==> src/rtl/core/dmip_pkg.sv <==
// Shared types and constants of the dual motor incremental PID unit.
// Has no dependencies; every other file of the unit imports it.
package dmip_pkg;

   // Field widths.
   localparam int OPCODE_W   = 2;
   localparam int DELTA_W    = 16;
   localparam int GAIN_W     = 16;
   localparam int LIMIT_W    = 8;
   localparam int PWM_W      = 9;
   localparam int ACC_W      = 24;
   localparam int ERR_W      = 32;
   localparam int SPD_ERR_W  = 17;
   localparam int TICK_CNT_W = 4;
   localparam int CSR_IDX_W  = 3;
   localparam int CSR_DATA_W = 16;

   // Result queue geometry.
   localparam int RSP_DEPTH = 8;
   localparam int RSP_PTR_W = 3;
   localparam int RSP_CNT_W = 4;

   // Opcodes of the request word.
   localparam logic [OPCODE_W-1:0] OP_TICK       = 2'd0;
   localparam logic [OPCODE_W-1:0] OP_TOGGLE     = 2'd1;
   localparam logic [OPCODE_W-1:0] OP_SET_TARGET = 2'd2;

   // Configuration register indexes.
   localparam logic [CSR_IDX_W-1:0] CSR_SPEED_KP  = 3'd0;
   localparam logic [CSR_IDX_W-1:0] CSR_SPEED_KI  = 3'd1;
   localparam logic [CSR_IDX_W-1:0] CSR_SPEED_KD  = 3'd2;
   localparam logic [CSR_IDX_W-1:0] CSR_POS_KP    = 3'd3;
   localparam logic [CSR_IDX_W-1:0] CSR_POS_KI    = 3'd4;
   localparam logic [CSR_IDX_W-1:0] CSR_POS_KD    = 3'd5;
   localparam logic [CSR_IDX_W-1:0] CSR_OUT_LIMIT = 3'd6;

   // Configuration reset values.
   localparam logic [GAIN_W-1:0]  RST_SPEED_KP  = 16'd205;
   localparam logic [GAIN_W-1:0]  RST_SPEED_KI  = 16'd614;
   localparam logic [GAIN_W-1:0]  RST_SPEED_KD  = 16'd0;
   localparam logic [GAIN_W-1:0]  RST_POS_KP    = 16'd2048;
   localparam logic [GAIN_W-1:0]  RST_POS_KI    = 16'd41;
   localparam logic [GAIN_W-1:0]  RST_POS_KD    = 16'd41;
   localparam logic [LIMIT_W-1:0] RST_OUT_LIMIT = 8'd100;

   typedef struct packed {
      logic [GAIN_W-1:0] kp;
      logic [GAIN_W-1:0] ki;
      logic [GAIN_W-1:0] kd;
   } gain_set_type;

   // Command from the front end to one lane.
   typedef struct packed {
      logic                    step;
      logic                    clear;
      logic signed [ERR_W-1:0] err;
   } lane_cmd_type;

   // What a lane hands to the merging stage.
   typedef struct packed {
      logic                    done;
      logic signed [ACC_W-1:0] acc;
   } lane_result_type;

   typedef struct packed {
      logic signed [PWM_W-1:0] pwm1;
      logic signed [PWM_W-1:0] pwm2;
      logic                    position_mode;
   } rsp_word_type;

endpackage

==> src/rtl/core/dmip_ifs.sv <==


interface dmip_rsp_if;
   import dmip_pkg::*;

   logic                    valid;
   logic                    ready;
   logic signed [PWM_W-1:0] pwm1;
   logic signed [PWM_W-1:0] pwm2;
   logic                    position_mode;

   modport source (output valid, output pwm1, output pwm2, output position_mode,
                   input ready);
   modport sink   (input valid, input pwm1, input pwm2, input position_mode,
                   output ready);
endinterface

==> src/rtl/core/dmip_merge.sv <==
// Merging stage: combines the two lane results into one result word and
// queues it for the result channel. Depends on dmip_pkg, dmip_ifs.
module dmip_merge #(
   parameter int GAIN_FRAC_BITS = 12
) (
   input  logic                      clock,
   input  logic                      reset,
   input  dmip_pkg::lane_result_type speed_res,
   input  dmip_pkg::lane_result_type follow_res,
   input  logic                      reserve,
   output logic                      credit_ok,
   dmip_rsp_if.source                rsp
);
   import dmip_pkg::*;

   rsp_word_type           queue_ff [RSP_DEPTH];
   rsp_word_type           word_in, head;
   logic [RSP_PTR_W-1:0]   wr_ptr_ff, rd_ptr_ff;
   logic [RSP_CNT_W-1:0]   count_ff, count_in, reserved_ff, reserved_in;
   logic                   wr, rd;
   logic signed [PWM_W-1:0] speed_pwm, follow_pwm;

   // Clamped accumulator truncated toward zero to a whole PWM value.
   function automatic logic signed [PWM_W-1:0] to_pwm(input logic signed [ACC_W-1:0] acc);
      logic [ACC_W-1:0] mag;
      logic [ACC_W-1:0] whole;
      mag   = acc[ACC_W-1] ? ACC_W'(-acc) : ACC_W'(acc);
      whole = mag >> GAIN_FRAC_BITS;
      return acc[ACC_W-1] ? PWM_W'(-whole) : PWM_W'(whole);
   endfunction

   assign speed_pwm  = to_pwm(speed_res.acc);
   assign follow_pwm = to_pwm(follow_res.acc);

   // Motor 1's position loop always sees zero error from a cleared state,
   // so its drive in position mode is zero.
   always_comb begin
      word_in.position_mode = follow_res.done;
      word_in.pwm1          = follow_res.done ? '0 : speed_pwm;
      word_in.pwm2          = follow_res.done ? follow_pwm : speed_pwm;
   end

   assign wr          = speed_res.done | follow_res.done;
   assign rd          = rsp.valid & rsp.ready;
   assign count_in    = count_ff + RSP_CNT_W'(wr) - RSP_CNT_W'(rd);
   assign reserved_in = reserved_ff + RSP_CNT_W'(reserve) - RSP_CNT_W'(rd);
   assign credit_ok   = reserved_ff < RSP_CNT_W'(RSP_DEPTH);

   always_ff @(posedge clock) begin
      if (reset) begin
         wr_ptr_ff   <= '0;
         rd_ptr_ff   <= '0;
         count_ff    <= '0;
         reserved_ff <= '0;
      end else begin
         if (wr) begin
            wr_ptr_ff <= wr_ptr_ff + RSP_PTR_W'(1);
         end
         if (rd) begin
            rd_ptr_ff <= rd_ptr_ff + RSP_PTR_W'(1);
         end
         count_ff    <= count_in;
         reserved_ff <= reserved_in;
      end
   end

   always_ff @(posedge clock) begin
      if (wr) begin
         queue_ff[wr_ptr_ff] <= word_in;
      end
   end

   assign head              = queue_ff[rd_ptr_ff];
   assign rsp.valid         = count_ff != '0;
   assign rsp.pwm1          = head.pwm1;
   assign rsp.pwm2          = head.pwm2;
   assign rsp.position_mode = head.position_mode;

`ifndef NO_ASSERTIONS
   a_no_overflow : assert property (@(posedge clock) disable iff (reset)
      !(wr && !rd && count_ff == RSP_CNT_W'(RSP_DEPTH)))
      else $error("result queue written while full");
   a_reserved_covers : assert property (@(posedge clock) disable iff (reset)
      count_ff <= reserved_ff)
      else $error("queued words exceed reserved slots");
   a_reserved_bound : assert property (@(posedge clock) disable iff (reset)
      reserved_ff <= RSP_CNT_W'(RSP_DEPTH))
      else $error("more slots reserved than the queue holds");
`endif

endmodule

==> src/flat_wrapper.sv <==
// flat-port wrapper written by rule: the top's interface ports become plain ports
module dmip_merge_flat import dmip_pkg::*;
#(
   parameter int GAIN_FRAC_BITS = 12
)
  (clock, reset, speed_res, follow_res, reserve, credit_ok, rsp_valid, rsp_pwm1, rsp_pwm2, rsp_position_mode, rsp_ready);
  dmip_rsp_if rsp_i ();
  input  logic clock;
  input  logic reset;
  input  dmip_pkg::lane_result_type speed_res;
  input  dmip_pkg::lane_result_type follow_res;
  input  logic reserve;
  output logic credit_ok;
  output wire logic [$bits(rsp_i.valid)-1:0] rsp_valid;
  output wire logic [$bits(rsp_i.pwm1)-1:0] rsp_pwm1;
  output wire logic [$bits(rsp_i.pwm2)-1:0] rsp_pwm2;
  output wire logic [$bits(rsp_i.position_mode)-1:0] rsp_position_mode;
  input wire logic [$bits(rsp_i.ready)-1:0] rsp_ready;
  assign rsp_valid = rsp_i.valid;
  assign rsp_pwm1 = rsp_i.pwm1;
  assign rsp_pwm2 = rsp_i.pwm2;
  assign rsp_position_mode = rsp_i.position_mode;
  assign rsp_i.ready = rsp_ready;
  dmip_merge #(.GAIN_FRAC_BITS(GAIN_FRAC_BITS)) u_core (.clock(clock), .reset(reset), .speed_res(speed_res), .follow_res(follow_res), .reserve(reserve), .credit_ok(credit_ok), .rsp(rsp_i));
endmodule
==> config.mk <==
export PLATFORM = sky130hd
export DESIGN_NAME = dmip_merge_flat
export DESIGN_NICKNAME = d
export VERILOG_FILES = /design/src/rtl/core/dmip_pkg.sv /design/src/rtl/core/dmip_ifs.sv /design/src/rtl/core/dmip_merge.sv /design/src/flat_wrapper.sv
export SDC_FILE = /design/constraint.sdc
export NUM_CORES = 1
export LEC_CHECK = 0
export ABC_AREA = 1
export BUFFER_PORTS_ARGS = -buffer_cell sky130_fd_sc_hd__buf_2
export CAP_MARGIN = 20
export CORE_ASPECT_RATIO = 1.5
export CORE_MARGIN = 2
export CORE_UTILIZATION = 28
export CTS_BUF_LIST = sky130_fd_sc_hd__clkbuf_2 sky130_fd_sc_hd__clkbuf_4 sky130_fd_sc_hd__clkbuf_8
export DETAILED_ROUTE_END_ITERATION = 10
export SYNTH_ARGS = -nofsm -noshare
export SYNTH_HDL_FRONTEND = slang
export SYNTH_SLANG_ARGS = --single-unit
==> constraint.sdc <==
create_clock -name clock -period 3.9 [get_ports clock]
set_clock_uncertainty 0.2 [all_clocks]
set_input_delay 0.975 -clock clock [delete_from_list [all_inputs] [get_ports clock]]
set_output_delay 0.975 -clock clock [all_outputs]
set_load 0.005 [all_outputs]
# [Yosys cells after proc, flatten, opt, wreduce, memory -nomap -nowiden]
# Memory sizes are Yosys's and may differ from the RTL's. A register that Yosys moved wholly into a read port is not among the register bits.
# Index checks and enable logic that the tools add are counted.
[totals] ff_bits=14 ramBits=152 input_bits=54 output_inout_bits=21 memories=1
[op_classes] n_addsub=10 magnitude_cmp=1 mux=10 n_bitwise=2 reduce_logical=1
[mem_list] name="u_core.queue_ff" words=8 word_bits=19 read_ports=1 rd_ports_with_merged_regs=1 wr=1 line_no="dmip_merge.sv:16" source="rsp_word_type queue_ff [RSP_DEPTH];"
[op_table] operator="$mux W21" count=2
[op_table] operator="$neg A21 Y21" count=2
[op_table] operator="$mux W9" count=4
[op_table] operator="$neg A9 Y9" count=2
[op_table] operator="$add A4 B1 Y4" count=2
[op_table] operator="$sub A4 B1 Y4" count=2
[op_table] operator="$add A3 B1 Y3 const B" count=2
[op_table] operator="$mux W3" count=2
[op_table] operator="$lt A4 B4 Y1 const B" count=1
[op_table] operator="$reduce_bool A4 Y1" count=1
[op_table] operator="$mux W1" count=2
[op_table] operator="$and A1 B1 Y1" count=1
[op_table] operator="$or A1 B1 Y1" count=1

# [Longest topological paths before layout]
# Gate-level depths: netlist of run 1.
[depth] ltp_word=5 mapped_depth=18 ltp_nobuf=18

# [Worst setup path after synthesis of run 1]
# Ideal clock, no wire load.
[synth_timing] kind="in2reg" startpoint="in speed_res[7] (netlist bit)" endpoint="mem u_core.queue_ff[0][9] (netlist bit) (data pin)" setup_time_ns=0.284 arrival_ns=2.475 t_required_ns=3.416 path_slack_ns=0.942 stages=16 path_buffers=0 cell_sequence="nor2_1 -> nand2_1 -> nor2_2 -> a21oi_1 -> xor2_1 -> inv_1 -> ha_1 -> nand3_1 -> nor2_1 -> nand3_1 -> nand2_1 -> nand2_1 -> nand2_1 -> nand2_1 -> nand2_1 -> nand2_1"
[synth_rtl] item="start, declared" line_no="flat_wrapper.sv:10" source="input dmip_pkg::lane_result_type speed_res;"
[synth_rtl] item="end, declared" line_no="dmip_merge.sv:16"

==> impl_metrics.yaml, run 1 <==
cts:
  tritoncts: "built"
  clk_latency_ps: 450
  number_of_cts_inserted_buffers: 17
  post_cts_hold_buffer_count: 0
  cts_num_sinks: 169
  post-cts-setup-buffer-count: 0
  cts.repair.resized: 0
  clock_tree.buffer_depth: 2
  clkSlewWorstSetupHoldPaths_ps: 90
  cts_htree_levels: 4
  root_buf_cell: "clkbuf_8"
worst_setup_path:
  worstPathArrival_ps: 2260
  cell_at_the_slowest_stage_of_the_critical_path: "inv_2"
  data_required_critical_path_ps: 2720
  crit_type: "reg2out"
  timing.critical_path.cells: "inv_2 > buf_4 > o21ai_0 > o22ai_1 > nor2_1 > a31oi_1 > buf_2"
  critical_path.max_fanout: 42
  setup.worst_path.end_class: "output port"
  cp_slowest_stage_delay_ps: 490
  setup.worst_path.start_class: "flip-flop"
floorplanning:
  initial_utilization_pct: 28.2
  placementRows: 76
  die_area_mm2: 0.0302
  floorplan.die.height_um: 212
  floorplan.io_pins: 75
  core_area_mm2: 0.0285
  chipWidth_um: 142
routing:
  finalWirelength_mm: 18.0
  drtIter0Drc: 423
  wire_per_inst_um: 14.0
  routed_via_count_divided_by_cell_count: 4.64
  routed-via-count: 5942
  ant_nets: 0
  drtPass1Iterations: 4
  drc_errors: 0
place:
  io_buffers: 70
  routabilityCongestion: 0.813
  placed_cell_area_mm2: 0.00887
  place.detailed.hpwl_mm: 11.9
final_layout:
  stdcell_area_mm2: 0.00925
  antenna_cells_inserted: 0
  drive_gt1_share_pct: 16.7
  layout.cells.most_common_list: "nor2_1 (208), edfxtp_1 (152), nand2_1 (111)"
  final.fill_count: 2911
  final_common_cell: "nor2_1"
  layout_area_overhead_pct: 14.9
  final_core_util_pct: 32.4
  count_of_nets_after_finishing: 986
synth:
  dominantRegCellSynth: "edfxtp_1"
  syn-cell-area_mm2: 0.00805
  post_synthesis_sequential_area_ratio_pct: 60.9
  synth_area_leaders: "edfxtp_1 (57%), nor2_1 (9.9%), nand2_1 (5.2%)"
  postSynthNetCount: 911
  number_of_enable_type_register_cells_in_the_synthesized_netlist: 152
  post_synth_inst_count: 842
  synth_area_leader_cell: "edfxtp_1"
  syn_area_per_cell_um2: 9.56
  synthesis.yosys.warnings: 0
  synth_top_cell_area_share_pct: 56.7
  ys_ff_latch: 169
  number_of_distinct_standard_cells_referenced_by_the_synthesized_netlist: 34
  postSynth.asyncResetShare_pct: 0
status:
  outcome: "complete, no violations"
timing:
  hold_viol: 0
  fin_setup_tns_ps: 0
  period_needed_ps: 3440
  unrepaired_setup_endpoints_after_global_routing: "false"
  min_period_over_period_pct: 88.1
  max_freq_mhz: 291
  max_slew_margin_pct: 33.8
  final-max-slew-violation-count: 0
  report.final.setup_viol: 0
  least_margin_pin_slew_ps: 985
power_and_ir_drop:
  power.density_cell_area_mw_per_mm2: 492
  power_w: 0.00455
  leakagePower_nw: 3.53
  ir_worst_vdd_uv: 209
worst_hold_path:
  hold_path.class: "reg2reg"
global_routing:
  first_global_vias: 5872
  initial_antenna_violation_count: 0
  congestion_overflow_gr: 0
  largest_net_degree_at_the_start_of_global_routing: 77
  grt.total_usage_pct: 12.5
  first_pass_grt_wire_length_mm: 29.3
job:
  max-cap-violations: 0
## flip-flops by register name, summed over array words and instances (netlist names), named ones only
register	cells
u_core.reserved_ff	4
u_core.rd_ptr_ff	3
u_core.count_ff	4
u_core.queue_ff	152
u_core.wr_ptr_ff	3
## through the flow
stage | instances | hold WS (ps) | setup slack, ps
after global routing | 1281 | 337 | 233
final | 1281 | 297 | 464
after floorplan | 842 | 261 | 942
after global placement | 1249 | 276 | 388
after CTS | 1281 | 298 | 366
after detailed placement | 1249 | 284 | 310
## cells by family (layout without fill, tap and decap cells)
family | Yosys count | count (layout) | share of synthesized area [%]
AO/OA/AOI/OAI | 146 | 146 | 9.90
XOR/XNOR | 7 | 7 | 0.855
adder cells (fa/ha/maj) | 15 | 15 | 2.52
buffers and inverters | 101 | 189 | 4.91
flip-flops | 169 | 169 | 60.9
AND/OR/NAND/NOR | 404 | 404 | 20.9
## final timing paths
kind	start	to	slack, ps	cells after the start
hold / removal	u_core.wr_ptr_ff[0]	u_core.wr_ptr_ff[0]	300	2
hold reg to reg	u_core.wr_ptr_ff[0]	u_core.wr_ptr_ff[0]	300	2
setup reg to reg	u_core.count_ff[2]	u_core.count_ff[2]	1540	12
setup / recovery	flip-flop	rsp_pwm1[3]	460	7
## synth_stat cells (6+ instances only)
master      n
a21oi_1    13
a31oi_1    19
clkbuf_1   27
dfxtp_1    17
edfxtp_1  152
ha_1       13
inv_1      66
nand2_1   111
nand2_2    11
nand3_1    41
nor2_1    212
nor2_2     12
o21ai_0    82
o22ai_1    20
xor2_1      6
## final cells by class
cell class                 instances  area [um^2]  area share, %
clock inverter                    14          139           1.50
inverter                          67          251           2.72
multi-input combinational        572         2760           29.9
timing repair buffer              90          513           5.54
clock buffer                      18          241           2.61
sequential                       169         4910           53.0
tap                              351          439           4.75
## power breakdown
group / internal [W] / total [W] / switching [W] / leakage (nW)
combinational: 0.000444 / 0.00121 / 0.000766 / 1.81
clock: 0.000527 / 0.00117 / 0.000648 / 0.182
sequential: 0.00212 / 0.00216 / 0.0000417 / 1.54
total: 0.00309 / 0.00455 / 0.00146 / 3.53
## critical path, delay by kind of cell (launching register included)
family,cells,cell delay [ps]
AND/OR/NAND/NOR,1,60
buffers and inverters,3,960
AO/OA/AOI/OAI,3,440
flip-flops,1,340
## routing by layer
metal | routed length, um | part of all wire [%] | vias up | GRT usage [%]
li1 | - | - | 3019 | -
met1 | 7400 | 41 | 2768 | 14.1
met2 | 9730 | 54 | 142 | 23.9
met3 | 642 | 3.6 | 13 | 1.90
met4 | 204 | 1.1 | 0 | 3.65
met5 | 0 | 0 | - | 0
Power figures use the tool's default switching activity.
==> run 2: changes to the inputs <==
--- a/config.mk
+++ b/config.mk
@@ -13,6 +13,8 @@
 export CORE_UTILIZATION = 28
 export CTS_BUF_LIST = sky130_fd_sc_hd__clkbuf_2 sky130_fd_sc_hd__clkbuf_4 sky130_fd_sc_hd__clkbuf_8
 export DETAILED_ROUTE_END_ITERATION = 10
+export MAX_ROUTING_LAYER = met4
+export REMOVE_ABC_BUFFERS = 1
 export SYNTH_ARGS = -nofsm -noshare
 export SYNTH_HDL_FRONTEND = slang
 export SYNTH_SLANG_ARGS = --single-unit
==> run 2 against run 1 <==
Register-to-register slack improved by 50 ps. Critical path type unchanged. Cell count did not move. Worst hold slack got worse by 0.53 ps. Final area fell by 0.34%. Non-clock buffer count did not move. Largest power group unchanged. Fmax fell by 4.9%. First-iteration DRC count fell by 28%.
==> impl_metrics.yaml, run 2 (same netlist as run 1, synthesis figures left out) <==
status:
  outcome: "complete, no violations"
power_and_ir_drop:
  power_w: 0.00449
  leakagePower_nw: 3.53
  ir_worst_vdd_uv: 172
  power.density_cell_area_mw_per_mm2: 486
final_layout:
  count_of_nets_after_finishing: 986
  max_flop_register: "u_core.queue_ff"
  max_ffs_per_register: 152
  final_common_cell: "nor2_1"
  layout_top_registers: "u_core.queue_ff: 152 flops, u_core.count_ff: 4 flops, u_core.reserved_ff: 4 flops"
  final.fill_count: 2899
  stdcell_area_mm2: 0.00922
  layout.cells.most_common_list: "nor2_1 (208), edfxtp_1 (152), nand2_1 (111)"
  antenna_cells_inserted: 0
  finish.cell_count_without_fillers: 1281
  drive_gt1_share_pct: 16.6
  layout_area_overhead_pct: 14.5
worst_setup_path:
  worstPathArrival_ps: 2440
  data_required_critical_path_ps: 2720
  setup.worst_path.start_class: "flip-flop"
  setup.worst_path.end_class: "output port"
  critical_path.max_fanout: 26
  crit_type: "reg2out"
  worst-r2r-setup-slack_ps: 1590
place:
  post-place-cells: 1249
  place.detailed.hpwl_mm: 11.9
  routabilityCongestion: 0.827
  placed_cell_area_mm2: 0.00886
  io_buffers: 70
floorplanning:
  floorplan.io_pins: 75
  floorplan.die.height_um: 212
  placementRows: 76
  initial_utilization_pct: 28.2
  die_area_mm2: 0.0302
  core_area_mm2: 0.0285
  chipWidth_um: 142
cts:
  root_buf_cell: "clkbuf_8"
  post-cts-setup-buffer-count: 0
  clkSlewWorstSetupHoldPaths_ps: 90
  cts_num_sinks: 169
  tritoncts: "built"
  number_of_cts_inserted_buffers: 17
  post_cts_hold_buffer_count: 0
  clock_tree.buffer_depth: 2
  cts.repair.resized: 0
  clk_latency_ps: 440
  cts_htree_levels: 4
job:
  max-cap-violations: 0
routing:
  drc_errors: 0
  ant_nets: 0
  routed_via_count_divided_by_cell_count: 4.61
  finalWirelength_mm: 17.7
  drtPass1Iterations: 5
  routed-via-count: 5906
  drtIter0Drc: 305
  wire_per_inst_um: 13.8
global_routing:
  global_route_met2_utilization_pct: 22.4
  largest_net_degree_at_the_start_of_global_routing: 47
  first_pass_grt_wire_length_mm: 27.6
  globalRoute.busiestLayer: "met2"
  congestion_overflow_gr: 0
  initial_antenna_violation_count: 0
  first_global_vias: 5562
  global_route.usage.met3_pct: 2.01
  globalRouteMet1Util_pct: 13.2
  grt.total_usage_pct: 12.2
timing:
  unrepaired_setup_endpoints_after_global_routing: "false"
  max_slew_margin_pct: 32.3
  least_margin_pin_slew_ps: 1010
  final-max-slew-violation-count: 0
  max_freq_mhz: 277
  hold_viol: 0
  min_period_over_period_pct: 92.7
  report.final.setup_viol: 0
  period_needed_ps: 3610
worst_hold_path:
  hold_path.class: "reg2reg"
[run 2: changes by cell type in the layout (fill, tap and decap cells not counted)]
cell        previous run  this run
buf_4                 19        20
clkinv_2               0         3
clkinv_1               2         3
buf_12                 1         0
inv_6                  4         2
clkinv_4               2         4
inv_8                  2         0
clkbuf_4               1         0
clkinvlp_4             4         3
[run 2: layout make-up]
| class | instances | area (um^2) | area share, % |
|---|---|---|---|
| clock buffers | 17 | 234 | 2.54 |
| clock inverters | 15 | 128 | 1.38 |
| inverters | 67 | 251 | 2.73 |
| flip-flops and latches | 169 | 4910 | 53.2 |
| repair buffers | 90 | 500 | 5.43 |
| multi-input cells | 572 | 2760 | 30.0 |
| well taps | 351 | 439 | 4.76 |
[run 2: power by group]
group          total [W]  internal (W)  switching, W
registers        0.00219       0.00212     0.0000632
logic            0.00119      0.000442      0.000748
clock network    0.00111      0.000503      0.000608
total            0.00449       0.00307       0.00142
[run 2: through the flow]
stage	hold slack (ps)	setup WS (ps)	utilization (%)	TNS [ps]
after detailed placement	285	309	31.1	0
final	296	286	32.3	0
after floorplan	255	-370	-	-7040
after CTS	297	192	32.3	0
after global routing	326	122	32.3	0
after global placement	279	348	31.1	0
[run 2: worst paths after layout]
path,from,to,cells past startpoint
max,flip-flop,rsp_pwm1[1],6
min,u_core.wr_ptr_ff[0],u_core.wr_ptr_ff[0],2
max reg2reg,u_core.count_ff[2],u_core.count_ff[3],13
min reg2reg,u_core.wr_ptr_ff[0],u_core.wr_ptr_ff[0],2
[run 2: per-layer routing]
| layer | vias to the layer above | routed length [um] |
|---|---|---|
| met5 | - | 0 |
| met4 | 0 | 241 |
| met3 | 11 | 680 |
| met2 | 125 | 9600 |
| met1 | 2755 | 7150 |
| li1 | 3015 | - |
[run 2: worst max-delay path: stages (launching register included)]
cell,delay (ps)
dfxtp_1,850
inv_1,130
buf_4,280
nor2_1,120
o21ai_0,80
a31oi_1,320
buf_2,180
