`src/rtl/core/dmip_pkg.sv`:
```
// Shared types and constants of the dual motor incremental PID unit.
// Has no dependencies; every other file of the unit imports it.
package dmip_pkg;

   // Field widths.
   localparam int OPCODE_W   = 2;
   localparam int DELTA_W    = 16;
   localparam int GAIN_W     = 16;
   localparam int LIMIT_W    = 8;
   localparam int PWM_W      = 9;
   localparam int ACC_W      = 24;
   localparam int ERR_W      = 32;
   localparam int SPD_ERR_W  = 17;
   localparam int TICK_CNT_W = 4;
   localparam int CSR_IDX_W  = 3;
   localparam int CSR_DATA_W = 16;

   // Result queue geometry.
   localparam int RSP_DEPTH = 8;
   localparam int RSP_PTR_W = 3;
   localparam int RSP_CNT_W = 4;

   // Opcodes of the request word.
   localparam logic [OPCODE_W-1:0] OP_TICK       = 2'd0;
   localparam logic [OPCODE_W-1:0] OP_TOGGLE     = 2'd1;
   localparam logic [OPCODE_W-1:0] OP_SET_TARGET = 2'd2;

   // Configuration register indexes.
   localparam logic [CSR_IDX_W-1:0] CSR_SPEED_KP  = 3'd0;
   localparam logic [CSR_IDX_W-1:0] CSR_SPEED_KI  = 3'd1;
   localparam logic [CSR_IDX_W-1:0] CSR_SPEED_KD  = 3'd2;
   localparam logic [CSR_IDX_W-1:0] CSR_POS_KP    = 3'd3;
   localparam logic [CSR_IDX_W-1:0] CSR_POS_KI    = 3'd4;
   localparam logic [CSR_IDX_W-1:0] CSR_POS_KD    = 3'd5;
   localparam logic [CSR_IDX_W-1:0] CSR_OUT_LIMIT = 3'd6;

   // Configuration reset values.
   localparam logic [GAIN_W-1:0]  RST_SPEED_KP  = 16'd205;
   localparam logic [GAIN_W-1:0]  RST_SPEED_KI  = 16'd614;
   localparam logic [GAIN_W-1:0]  RST_SPEED_KD  = 16'd0;
   localparam logic [GAIN_W-1:0]  RST_POS_KP    = 16'd2048;
   localparam logic [GAIN_W-1:0]  RST_POS_KI    = 16'd41;
   localparam logic [GAIN_W-1:0]  RST_POS_KD    = 16'd41;
   localparam logic [LIMIT_W-1:0] RST_OUT_LIMIT = 8'd100;

   typedef struct packed {
      logic [GAIN_W-1:0] kp;
      logic [GAIN_W-1:0] ki;
      logic [GAIN_W-1:0] kd;
   } gain_set_type;

   // Command from the front end to one lane.
   typedef struct packed {
      logic                    step;
      logic                    clear;
      logic signed [ERR_W-1:0] err;
   } lane_cmd_type;

   // What a lane hands to the merging stage.
   typedef struct packed {
      logic                    done;
      logic signed [ACC_W-1:0] acc;
   } lane_result_type;

   typedef struct packed {
      logic signed [PWM_W-1:0] pwm1;
      logic signed [PWM_W-1:0] pwm2;
      logic                    position_mode;
   } rsp_word_type;

endpackage

```
`src/rtl/core/dmip_ifs.sv`:
```
// Valid/ready channel interfaces for the request and result words.
// Depends on dmip_pkg for the field widths.
interface dmip_req_if;
   import dmip_pkg::*;

   logic                      valid;
   logic                      ready;
   logic [OPCODE_W-1:0]       opcode;
   logic signed [DELTA_W-1:0] enc1_delta;
   logic signed [DELTA_W-1:0] enc2_delta;
   logic signed [DELTA_W-1:0] target_speed;

   modport source (output valid, output opcode, output enc1_delta, output enc2_delta,
                   output target_speed, input ready);
   modport sink   (input valid, input opcode, input enc1_delta, input enc2_delta,
                   input target_speed, output ready);
endinterface


```
`src/rtl/core/dmip_front.sv`:
```
// Front end: decodes request words, keeps tick, mode, setpoint and position
// difference state, and issues one command per lane. Depends on dmip_pkg, dmip_ifs.
module dmip_front #(
   parameter int TICK_DIVIDE = 10
) (
   input  logic                  clock,
   input  logic                  reset,
   dmip_req_if.sink              req,
   input  logic                  credit_ok,
   output logic                  reserve,
   output dmip_pkg::lane_cmd_type speed_cmd,
   output dmip_pkg::lane_cmd_type follow_cmd
);
   import dmip_pkg::*;

   logic [TICK_CNT_W-1:0]   tick_count_ff, tick_count_in, tick_next;
   logic                    mode_ff, mode_in;
   logic signed [DELTA_W-1:0] setpoint_ff, setpoint_in;
   logic signed [ERR_W-1:0] pos_diff_ff, pos_diff_in;
   lane_cmd_type            speed_cmd_ff, speed_cmd_in;
   lane_cmd_type            follow_cmd_ff, follow_cmd_in;
   logic                    accept, is_tick, is_toggle, step;
   logic signed [SPD_ERR_W-1:0] speed_err;

   assign req.ready  = credit_ok;
   assign accept     = req.valid & req.ready;
   assign is_tick    = accept & (req.opcode == OP_TICK);
   assign is_toggle  = accept & (req.opcode == OP_TOGGLE);
   assign tick_next  = tick_count_ff + TICK_CNT_W'(1);
   assign step       = is_tick & (tick_next >= TICK_CNT_W'(TICK_DIVIDE));
   assign reserve    = step;
   assign speed_err  = SPD_ERR_W'(setpoint_ff) - SPD_ERR_W'(req.enc1_delta);

   always_comb begin
      tick_count_in = tick_count_ff;
      if (is_tick) begin
         tick_count_in = step ? '0 : tick_next;
      end
      mode_in     = mode_ff ^ is_toggle;
      setpoint_in = (accept && req.opcode == OP_SET_TARGET) ? req.target_speed : setpoint_ff;
      // The wrapped difference of the two position counters is all the loops use,
      // so it is kept directly.
      pos_diff_in = pos_diff_ff;
      if (step) begin
         pos_diff_in = pos_diff_ff + ERR_W'(req.enc1_delta) - ERR_W'(req.enc2_delta);
      end

      speed_cmd_in.step   = step & ~mode_ff;
      speed_cmd_in.clear  = is_toggle & mode_ff;
      speed_cmd_in.err    = ERR_W'(speed_err);
      follow_cmd_in.step  = step & mode_ff;
      follow_cmd_in.clear = is_toggle & ~mode_ff;
      follow_cmd_in.err   = pos_diff_in;
   end

   always_ff @(posedge clock) begin
      if (reset) begin
         tick_count_ff <= '0;
         mode_ff       <= 1'b0;
         setpoint_ff   <= '0;
         pos_diff_ff   <= '0;
         speed_cmd_ff  <= '0;
         follow_cmd_ff <= '0;
      end else begin
         tick_count_ff <= tick_count_in;
         mode_ff       <= mode_in;
         setpoint_ff   <= setpoint_in;
         pos_diff_ff   <= pos_diff_in;
         speed_cmd_ff  <= speed_cmd_in;
         follow_cmd_ff <= follow_cmd_in;
      end
   end

   assign speed_cmd  = speed_cmd_ff;
   assign follow_cmd = follow_cmd_ff;

endmodule

```
`src/flat_wrapper.sv`:
```
// flat-port wrapper written by rule: the top's interface ports become plain ports
module dmip_front_flat import dmip_pkg::*;
#(
   parameter int TICK_DIVIDE = 10
)
  (clock, reset, credit_ok, reserve, speed_cmd, follow_cmd, req_valid, req_opcode, req_enc1_delta, req_enc2_delta, req_target_speed, req_ready);
  dmip_req_if req_i ();
  input  logic clock;
  input  logic reset;
  input  logic credit_ok;
  output logic reserve;
  output dmip_pkg::lane_cmd_type speed_cmd;
  output dmip_pkg::lane_cmd_type follow_cmd;
  input wire logic [$bits(req_i.valid)-1:0] req_valid;
  input wire logic [$bits(req_i.opcode)-1:0] req_opcode;
  input wire logic [$bits(req_i.enc1_delta)-1:0] req_enc1_delta;
  input wire logic [$bits(req_i.enc2_delta)-1:0] req_enc2_delta;
  input wire logic [$bits(req_i.target_speed)-1:0] req_target_speed;
  output wire logic [$bits(req_i.ready)-1:0] req_ready;
  assign req_i.valid = req_valid;
  assign req_i.opcode = req_opcode;
  assign req_i.enc1_delta = req_enc1_delta;
  assign req_i.enc2_delta = req_enc2_delta;
  assign req_i.target_speed = req_target_speed;
  assign req_ready = req_i.ready;
  dmip_front #(.TICK_DIVIDE(TICK_DIVIDE)) u_core (.clock(clock), .reset(reset), .req(req_i), .credit_ok(credit_ok), .reserve(reserve), .speed_cmd(speed_cmd), .follow_cmd(follow_cmd));
endmodule
```
`config.mk`:
```
export PLATFORM = sky130hd
export DESIGN_NAME = dmip_front_flat
export DESIGN_NICKNAME = d
export VERILOG_FILES = /design/src/rtl/core/dmip_pkg.sv /design/src/rtl/core/dmip_ifs.sv /design/src/rtl/core/dmip_front.sv /design/src/flat_wrapper.sv
export SDC_FILE = /design/constraint.sdc
export NUM_CORES = 1
export LEC_CHECK = 0
export BUFFER_PORTS_ARGS = -buffer_cell sky130_fd_sc_hd__clkbuf_2
export CORE_MARGIN = 2
export CORE_UTILIZATION = 55
export CTS_BUF_LIST = sky130_fd_sc_hd__clkbuf_16
export CTS_CLUSTER_DIAMETER = 150
export DETAILED_ROUTE_END_ITERATION = 8
export PLACE_DENSITY = 0.8
export SYNTH_ARGS = -nofsm -noshare
export SYNTH_HDL_FRONTEND = slang
export SYNTH_SLANG_ARGS = --single-unit
```
`constraint.sdc`:
```
create_clock -name clock -period 6.29 [get_ports clock]
set_input_delay 0.629 -clock clock [delete_from_list [all_inputs] [get_ports clock]]
set_output_delay 0.629 -clock clock [all_outputs]
set_load 0.02 [all_outputs]
```
# Yosys cells after proc, flatten, opt, wreduce, memory -nomap -nowiden
# Cells that the tools add are included.
dict set report totals {
  ff_bits 74
  inputBits 54
  output_inout_bits 70
  wordCells 29
}
dict set report classes {
  n_addsub 4
  order_cmp 1
  eq_ne 2
  muxes 1
  bitwise_logic 10
  reduce_logical 2
}
# operator n
set op_table {}
lappend op_table {{$add A32 B16 Y32} 1}
lappend op_table {{$sub A32 B16 Y32} 1}
lappend op_table {{$sub A16 B16 Y17} 1}
lappend op_table {{$and A1 B1 Y1} 8}
lappend op_table {{$add A4 B1 Y4 const B} 1}
lappend op_table {{$ge A4 B4 Y1 const B} 1}
lappend op_table {{$mux W4} 1}
lappend op_table {{$eq A2 B1 Y1 const B} 1}
lappend op_table {{$eq A2 B2 Y1 const B} 1}
lappend op_table {{$logic_not A2 Y1} 1}
lappend op_table {{$logic_and A1 B1 Y1} 1}
lappend op_table {{$not A1 Y1} 1}
lappend op_table {{$xor A1 B1 Y1} 1}

# Longest topological paths before layout
# Gate-level depths: netlist of run 1.
dict set report logic_depth {
  depth_word 4
  mapped_depth 14
  depth_no_buf 14
}

# Worst setup path after synthesis of run 1
# No wires, ideal clock.
dict set report synth_timing {
  path_type {input to register}
  from {in req_enc1_delta[15]}
  to {reg u_core.pos_diff_ff[31]}
  setup_time_ns 0.128
  arrival_ns 3.489
  required_time_ns 6.162
  path_slack_ns 2.673
  path_stages 12
  n_path_buf 0
  cell_sequence {inv_1 -> fa_1 -> inv_1 -> ha_1 -> a21o_1 -> a21o_1 -> a21o_1 -> o2bb2ai_1 -> a211oi_4 -> nand2_1 -> a2111oi_2 -> nor3_1}
}
dict set report synth_via {
  elab_chain_len 2
}
# element line
set synth_rtl {}
lappend synth_rtl {{from (decl)} flat_wrapper.sv:16} ;# input wire logic [$bits(req_i.enc1_delta)-1:0] req_enc1_delta;
lappend synth_rtl {{$add A32 B16 Y32} dmip_front.sv:45} ;# pos_diff_in = pos_diff_ff + ERR_W'(req.enc1_delta) - ERR_W'(req.enc2_delta);
lappend synth_rtl {{$sub A32 B16 Y32} dmip_front.sv:45}
lappend synth_rtl {{to (signal assigned)} dmip_front.sv:68} ;# pos_diff_ff <= pos_diff_in;
lappend synth_rtl {{to (decl)} dmip_front.sv:19} ;# logic signed [ERR_W-1:0] pos_diff_ff, pos_diff_in;
# No other way between the ends.
# A chain may end at the register's enable or synchronous reset.

# Worst setup path after layout of run 1
# Same ends and word-level chain as after synthesis.

==> results of run 1 <==
## cell families (layout without fill, tap and decap cells)
kind of cell    Yosys count  count (layout)  share of synthesized area (%)
flops                    74              74                          24.32
mux                       1               1                         0.1848
xor+xnor                 37              37                          5.319
fa+ha+maj                85              85                          21.40
simple gates            228             228                          17.27
buf+inv                 170             265                          11.79
compound gates          183             183                          19.72
## power groups by stage
stage	Combinational [uW]	Clock [uW]	Sequential, uW
floorplan	299	0	507
global placement	393	0	496
detailed placement	397	0	496
CTS	402	526	486
global route	452	551	487
finish	405	518	486
## through the flow
stage | cells | util (%)
3_3_place_gp | 997 | 61.33
5_1_grt | 1013 | 64.05
2_1_floorplan | 778 | -
3_5_place_dp | 997 | 61.33
4_1_cts | 1013 | 64.05
6_report | 1013 | 64.05
## cell usage after synthesis, types with 3 or more instances
master      n  area (sq um)
inv_1     122         457.9
nand2_1   106         397.9
a21oi_1    77         385.4
dfxtp_1    74          1481
ha_1       53         663.1
nor2_1     45         168.9
fa_1       32         640.6
a21o_1     24         180.2
xnor2_1    24         210.2
o21ai_0    22         110.1
clkbuf_1   21         78.83
buf_4      17         127.6
nor2b_1    14         87.58
xor2_1     13         113.9
nor3_1     11         55.05
nand3_1    10         50.05
nand2b_1    9         56.30
nand4_1     9         56.30
o21ai_1     9         45.04
o21a_1      7         52.55
a211oi_1    6         45.04
buf_2       6         30.03
or3_1       6         37.54
o211ai_1    4         30.03
o31ai_1     3         22.52
## per-layer routing
layer | vias up | wire (microns)
li1 | 2732 | -
met1 | 2461 | 6633
met2 | 159 | 6564
met3 | 25 | 729
met4 | 0 | 306
met5 | - | 0
## critical path: cells and delay by family
kind / cells / cell delay [ns]
AOI/OAI and AO/OA: 6 / 1.30
adders and majority gates: 2 / 0.83
buffers and inverters: 3 / 0.74
and+or+nand+nor: 2 / 0.21
## registers in the layout, indices dropped and copies added (netlist names)
signal,count
u_core.speed_cmd,19
u_core.pos_diff_ff,32
u_core.setpoint_ff,16
u_core.mode_ff,1
u_core.tick_count_ff,4
u_core.follow_cmd,2
## path summary, 6_finish.rpt
check,endpoint,cells after the start
min,u_core.speed_cmd[33],1
max reg2reg,u_core.pos_diff_ff[26],11
max,u_core.pos_diff_ff[31],13
min reg2reg,u_core.speed_cmd[33],1
## cell type report
class | instances | area share, %
Clock buffer | 9 | 3.244
Tap cell | 140 | 2.523
Inverter | 123 | 6.650
Sequential cell | 74 | 21.34
Clock inverter | 7 | 0.9912
Multi-Input combinational cell | 534 | 56.06
Timing Repair Buffer | 126 | 9.191
==> flow_summary.json, run 1 <==
{
  "crit_chain": "clkbuf_2 -> inv_1 -> fa_1 -> inv_1 -> ha_1 -> a21o_1 -> a21o_1 -> a21o_1 -> o2bb2ai_1 -> a211oi_4 -> nand2_1 -> a2111oi_2 -> nor3_1",
  "placedInstanceArea_sq_um": 6649,
  "use_met2_pct": 39.00,
  "hold_buffers": 0,
  "cpMaxStageDelayCell": "inv_1",
  "p_sw_uw": 461.9,
  "drc": 0,
  "drt-vias-per-instance": 5.308,
  "critPathKind": "in -> reg",
  "ctsResizeCount": 0,
  "maxCapViolCount": 0,
  "multiInputGateArea_sq_um": 3892,
  "synth_cells": 778,
  "io_buffers": 123,
  "clock_latency_ns": 0.34,
  "cts_max_level": 3,
  "seqPwrFrac_pct": 34.5,
  "grt_usage_pct": 24.88,
  "setup_ws_ns": 2.790,
  "worstSetupEndpointType": "flop",
  "grt_max_degree": 41,
  "cpPeakStageDelay_ns": 0.58,
  "synth_cell_types": 67,
  "met3_usage_pct": 3.766,
  "avgSynthCellArea_sq_um": 7.830,
  "synth_edf_count": 0,
  "grt_busiest_layer": "met2",
  "critical_path.most_common_cell": "a21o_1",
  "dieArea_sq_um": 11930,
  "finalNetCount": 1007,
  "r2r_setup_slack_ns": 3.09,
  "startpoint_type": "primary input",
  "setup_tns_ns": 0,
  "clk_pin_slew_ns": 0.06,
  "power.total_uw": 1408,
  "ir_drop_v": 0.0001059,
  "cts_buffer_depth": 2,
  "wl_microns": 14230,
  "final_cell_mix": "clkbuf_2 (123), inv_1 (122), nand2_1 (106), a21oi_1 (77), dfxtp_1 (74)",
  "critPathMaxFanout": 13,
  "startpoint": "req_enc1_delta[15]",
  "ys.flop_type": "dfxtp_1",
  "outcome": "finished, final reports clean",
  "design_area_sq_um": 6943,
  "grt_first_pass_wirelength_microns": 23230,
  "timing.fmax_mhz": 285.7,
  "worstPathRequired_ns": 6.51,
  "p_per_area_nw_per_um2": 202.8,
  "finalCritPeriodShare_pct": 55.65,
  "min_path_type": "reg -> reg",
  "place.gp.congestion": 0.9420,
  "area_growth_pct": 13.97,
  "start_util_pct": 56.20,
  "synth_area_sq_um": 6092,
  "tightest_slew_ns": 0.8007,
  "route.vias.total": 5377,
  "combPwrFrac_pct": 28.7,
  "die_y_microns": 109.2,
  "synth_nets": 917,
  "drive_gt1_share_pct": 17.75,
  "die_x_microns": 109.2,
  "ys_ff_latch": 74,
  "clkPwrFrac_pct": 36.8,
  "finClkSkew_ns": 0.003895,
  "ys_warn_count": 0,
  "crit-reg2reg-launch": "u_core.pos_diff_ff[1]",
  "async_flop_share_pct": 0,
  "grt_pass1_vias": 4948,
  "antenna_found_initial": 0,
  "cts_buffers": 9,
  "pin_count": 124,
  "drv_slew": 0,
  "cp.arrival_ns": 3.72,
  "hold_start": "u_core.mode_ff",
  "slew_headroom_pct": 46.56,
  "drtPass1Iterations": 5,
  "wl_per_cell_microns": 14.05,
  "clock_sinks": 74,
  "core_sq_um": 10840,
  "setup_viol": 0,
  "internal-power_uw": 946.0,
  "dp_slack_ns": 2.440,
  "dp_hpwl_microns": 10770,
  "grt.met1_usage_pct": 34.24,
  "drtIter0Drc": 319,
  "rows": 38,
  "rsz0062_at_grt": "false",
  "clock-root-buffer": "clkbuf_16",
  "synth-seq-area-share_pct": 24.32,
  "layout.area.seq_sq_um": 1481,
  "fillers": 951,
  "overflow": 0,
  "num_antenna_cells": 0,
  "final_common_cell": "clkbuf_2",
  "switching_share_pct": 32.81,
  "cts_tree": "yes",
  "timing.hold.ws_ns": 0.4444,
  "ant_nets": 0,
  "post_cts_buffers": 0,
  "period_needed_ns": 3.500,
  "hold_viol": 0,
  "leakage_uw": 0.003387
}
No activity file was read; power rests on OpenSTA's default activity.
==> run 2: changes to the inputs <==
- ABC_AREA: not set -> 1
- PLACE_DENSITY: 0.8 -> 0.79
- clock period: 6.29 -> 3.3 ns (I/O delays scaled with it)
==> run 2 against run 1 <==
- highest routed layer unchanged
- via count grew 23%
- utilization is 0.26 points higher
- die area up 11%
- largest power group unchanged
- critical endpoint is now u_core.pos_diff_ff[29]
==> flow_summary.json, run 2 <==
{
  "synth_edf_count": 0,
  "start_util_pct": 56.40,
  "clk_pin_slew_ns": 0.06,
  "routed.top_layer": "met4",
  "largest_register_ffs": 32,
  "slew_headroom_pct": 39.79,
  "grt_usage_pct": 26.76,
  "place.gp.congestion": 0.9934,
  "grt_pass1_vias": 6059,
  "cts_max_level": 3,
  "reg2regPathDepth": 13,
  "dp_hpwl_microns": 13640,
  "area_growth_pct": 14.02,
  "rsz0062_at_grt": "false",
  "rr_endpoint": "u_core.pos_diff_ff[26]",
  "leakage_uw": 0.004678,
  "ctsResizeCount": 0,
  "route.vias.total": 6622,
  "p_per_area_nw_per_um2": 370.7,
  "min_path_type": "in -> reg",
  "synth-seq-area-share_pct": 21.87,
  "die_x_microns": 115.0,
  "setup_viol": 0,
  "dp_slack_ns": 0.2056,
  "hold_viol": 0,
  "yosys-top-cells-area": "dfxtp_1 (22%), nand2_1 (15%), inv_1 (15%)",
  "setup_tns_ns": 0,
  "num_antenna_cells": 0,
  "final_common_cell": "nand2_1",
  "pin_count": 124,
  "ant_nets": 0,
  "drv_slew": 0,
  "ys.flop_type": "dfxtp_1",
  "worstHoldPathCells": 3,
  "synth_area_sq_um": 6774,
  "critPathKind": "in -> reg",
  "avgSynthCellArea_sq_um": 6.272,
  "clock_sinks": 74,
  "grt_max_degree": 41,
  "crit-reg2reg-launch": "u_core.pos_diff_ff[24]",
  "drc": 0,
  "period_needed_ns": 2.739,
  "wl_microns": 17290,
  "worstPathRequired_ns": 3.55,
  "netlist.area_leader.share_pct": 21.87,
  "min_to": "u_core.setpoint_ff[5]",
  "rows": 40,
  "grt_first_pass_wirelength_microns": 27850,
  "synth_cell_types": 31,
  "post-place-cells": 1324,
  "finClkSkew_ns": 0.006944,
  "synth_cells": 1080,
  "maxCapViolCount": 0,
  "worstSetupEndpointType": "flop",
  "setup_ws_ns": 0.5615,
  "wl_per_cell_microns": 12.91,
  "ys_top_cells_by_count": "nand2_1 (279), inv_1 (275), nor2_1 (100)",
  "io_buffers": 123,
  "synth_nets": 1219,
  "cp.arrival_ns": 2.99,
  "finalCritPeriodShare_pct": 82.99,
  "final_cell_mix": "nand2_1 (279), inv_1 (275), clkbuf_2 (123), nor2_1 (100), dfxtp_1 (74)",
  "core_sq_um": 12010,
  "hold_start": "req_target_speed[5]",
  "async_flop_share_pct": 0,
  "startpoint_type": "primary input",
  "cts_tree": "yes",
  "clock_latency_ns": 0.35,
  "routed-wl-met2_microns": 8147,
  "critPathMaxFanout": 15,
  "drt-vias-per-instance": 4.942,
  "timing.fmax_mhz": 365.2,
  "ys_ff_latch": 74,
  "drtIter0Drc": 556,
  "hold_buffers": 0,
  "finalNetCount": 1327,
  "utilization_pct": 64.30,
  "fin_cells": 1340,
  "drtPass1Iterations": 7,
  "antenna_found_initial": 0,
  "wl_met1_microns": 7722,
  "outcome": "finished, final reports clean",
  "startpoint": "req_enc1_delta[15]",
  "overflow": 0,
  "top_register": "u_core.pos_diff_ff",
  "cts_buffer_depth": 2,
  "wl_met3_microns": 974,
  "synth_most_common_cell": "nand2_1",
  "r2r_setup_slack_ns": 0.72,
  "drive_gt1_share_pct": 12.66,
  "timing.hold.ws_ns": 0.2015,
  "synth_area_leader_cell": "dfxtp_1",
  "clock-root-buffer": "clkbuf_16",
  "tightest_slew_ns": 0.9022,
  "post_cts_buffers": 0,
  "cts_buffers": 9,
  "die_y_microns": 115.0,
  "ys_warn_count": 0,
  "ir_drop_v": 0.0002422,
  "dieArea_sq_um": 13220
}
==> run 2: changes by cell type in the layout (fill, tap and decap cells not counted), moves of 9 or more <==
cell,delta
nand2_1,+173
a21o_1,-21
nand3_1,+39
xnor2_1,-20
nor2b_1,-14
nor2_1,+55
inv_1,+153
nand2b_1,-9
o21ai_0,+31
==> run 2: worst max path at each step <==
stage	slack [ns]	depth (start not counted)	endpoint
finish	0.56	17	u_core.pos_diff_ff[29]
global route	0.30	17	u_core.pos_diff_ff[30]
CTS	0.56	17	u_core.pos_diff_ff[29]
detailed placement	0.21	15	u_core.pos_diff_ff[29]
global placement	0.21	15	u_core.pos_diff_ff[29]
floorplan	0.65	14	u_core.pos_diff_ff[29]
==> run 2: cells by family after synthesis <==
logic type / after synthesis / synth area share, %
and+or+nand+nor: 446 / 26.63
buffers and inverters: 309 / 18.49
AOI/OAI and AO/OA: 146 / 11.17
adders and majority gates: 85 / 19.25
DFF: 74 / 21.87
xor gates and xnor gates: 20 / 2.586
==> run 2: layer usage <==
layer	vias up	global-route usage (%)
li1	3451	-
met1	2935	34.53
met2	201	45.25
met3	35	5.008
met4	0	8.835
met5	-	0
==> run 2: cell type report <==
class | instances | area (sq um)
Fill cell | 1114 | 4288
Inverter | 278 | 1046
Clock inverter | 7 | 93.84
Timing Repair Buffer | 128 | 653.1
Tap cell | 147 | 183.9
Clock buffer | 9 | 225.2
Multi-Input combinational cell | 697 | 4040
Sequential cell | 74 | 1481
==> run 2: metrics by stage <==
step / total power [uW] / area (sq um)
final: 2863 / 7724
after global routing: 3033 / 7724
after CTS: 2875 / 7724
after detailed placement: 1792 / 7405
after global placement: 1776 / 7405
after floorplan: 1580 / 6774
==> run 2: critical path: stages <==
cell	delay [ns]
clkbuf_2	0.09
inv_1	0.65
fa_1	0.56
inv_1	0.07
ha_1	0.27
nand2_1	0.15
inv_1	0.06
nand2_1	0.06
nand2_1	0.06
nand2_1	0.06
nand2_1	0.11
a21oi_1	0.23
nand2_1	0.08
nand2_1	0.05
nand3_1	0.06
nand2_1	0.06
inv_1	0.03
==> run 2: report_power, final <==
group | internal, uW | switching (uW)
Sequential | 920 | 12.1
Clock | 661 | 418
Combinational | 292 | 560
==> run 3: changes to the inputs <==
- clock period: 3.3 -> 2.6 ns (I/O delays scaled with it)
==> run 3 against run 2 <==
- critical path depth decreased by 3
- clock power increased by 5%
- sequential cell count unchanged
- first-iteration DRC count decreased by 15%
- worst setup slack got worse by 0.42 ns
- routed wire length decreased by 2.8%
- global-route usage decreased by 0.69 points
- critical endpoint is now u_core.pos_diff_ff[21]
- via count decreased by 0.86%
==> flow_summary.json, run 3 (same netlist as run 2, synthesis figures left out) <==
{
  "startpoint_type": "flop",
  "period_needed_ns": 2.454,
  "switching_share_pct": 36.00,
  "outcome": "finished, final reports clean",
  "finalNetCount": 1333,
  "drc": 0,
  "leakage_uw": 0.004705,
  "design_area_sq_um": 7831,
  "slew_headroom_pct": 60.38,
  "critPathKind": "reg -> reg",
  "seqPwrFrac_pct": 34.4,
  "place.gp.congestion": 0.9947,
  "grt_usage_pct": 26.07,
  "area_growth_pct": 15.61,
  "largest_register_ffs": 32,
  "cts_buffer_depth": 2,
  "layout.area.seq_sq_um": 1481,
  "grt_max_degree": 34,
  "final_cell_mix": "inv_1 (276), nand2_1 (276), clkbuf_2 (123), nor2_1 (96), dfxtp_1 (74)",
  "clock_latency_ns": 0.35,
  "combPwrFrac_pct": 32.6,
  "cts_buffers": 9,
  "timing.fmax_mhz": 407.5,
  "top_register": "u_core.pos_diff_ff",
  "hold_buffers": 0,
  "rows": 40,
  "dp_slack_ns": 0.01949,
  "setup_tns_ns": 0,
  "cts_tree": "yes",
  "cp.arrival_ns": 2.70,
  "min_path_type": "in -> reg",
  "clock-root-buffer": "clkbuf_16",
  "ant_nets": 0,
  "wl_per_cell_microns": 12.50,
  "drt-vias-per-instance": 4.881,
  "worstSetupEndpointType": "flop",
  "hold_viol": 0,
  "fillers": 1147,
  "core_sq_um": 12010,
  "die_x_microns": 115.0,
  "setup_ws_ns": 0.1458,
  "dieArea_sq_um": 13220,
  "finClkSkew_ns": 0.005518,
  "clkPwrFrac_pct": 33.0,
  "route.vias.total": 6565,
  "grt_first_pass_wirelength_microns": 27120,
  "finalCritPeriodShare_pct": 94.39,
  "internal-power_uw": 2201,
  "drv_slew": 0,
  "wl_microns": 16810,
  "dp_hpwl_microns": 13590,
  "clock_sinks": 74,
  "rsz0062_at_grt": "true",
  "grt_pass1_vias": 5874,
  "timing.hold.ws_ns": 0.1392,
  "die_y_microns": 115.0,
  "multiInputGateArea_sq_um": 4135,
  "drtIter0Drc": 471,
  "placedInstanceArea_sq_um": 7467,
  "ir_drop_v": 0.0002620,
  "setup_viol": 0,
  "drtPass1Iterations": 5,
  "drive_gt1_share_pct": 14.77,
  "p_per_area_nw_per_um2": 439.1,
  "tightest_slew_ns": 0.5936,
  "io_buffers": 123,
  "clk_pin_slew_ns": 0.06,
  "critPathMaxFanout": 4,
  "overflow": 0,
  "pin_count": 124,
  "num_antenna_cells": 0,
  "maxCapViolCount": 0,
  "cts_max_level": 3,
  "start_util_pct": 56.40,
  "p_sw_uw": 1238,
  "antenna_found_initial": 0,
  "worstPathRequired_ns": 2.85
}
==> run 3: final cells by class <==
cell class | count | area share [%]
multi-input combinational | 697 | 52.80
sequential | 74 | 18.92
inverter | 278 | 13.36
timing repair buffer | 134 | 9.235
clock buffer | 9 | 2.876
tap | 147 | 2.349
clock inverter | 6 | 0.4633
==> run 3: layer usage <==
layer	vias up	wire length (microns)	global-route usage (%)
met2	186	7882	44.24
met4	0	418	8.675
met3	38	1000	5.799
met1	2891	7512	32.90
met5	-	0	0
li1	3450	-	-
==> run 3: critical path, stage by stage, from the launching register on <==
cell and delay (ns):
dfxtp_1 0.37, inv_1 0.07, fa_1 0.49, inv_1 0.05
ha_1 0.34, nand2_1 0.11, nor2_2 0.17, and2_1 0.14
nand2_1 0.05, nand2_1 0.14, nand2_1 0.13, nand3_1 0.09
nand3_1 0.08, nand2_1 0.07, inv_1 0.04
==> run 3: final timing paths <==
check	depth (start not counted)	end	from	slack [ns]
setup / recovery	14	u_core.pos_diff_ff[21]	u_core.pos_diff_ff[5]	0.15
hold / removal	3	u_core.setpoint_ff[5]	req_target_speed[5]	0.14
setup reg to reg	14	u_core.pos_diff_ff[21]	u_core.pos_diff_ff[5]	0.15
hold reg to reg	1	u_core.speed_cmd[33]	u_core.mode_ff	0.45
==> run 3: metrics by stage <==
stage               instances  util, %  total power, uW
detailed placement       1329    62.17             2284
global placement         1329    62.17             2270
CTS                      1344    64.34             3425
floorplan                1080        -             2005
finish                   1345    65.20             3439
global route             1345    65.20             3675
==> run 3: timing repair <==
action	in CTS	in global routing
gates resized for setup	0	20
setup buffers	0	1
endpoints found under the hold margin	0	0
endpoints found under the setup margin	0	19
==> run 3: power groups by stage <==
stage                     combinational (uW)  sequential (uW)  clock [uW]
after floorplan                          767             1240           0
after global placement                  1060             1210           0
after detailed placement                1080             1210           0
after CTS                               1080             1180        1160
after global routing                    1270             1190        1210
final                                   1120             1180        1130
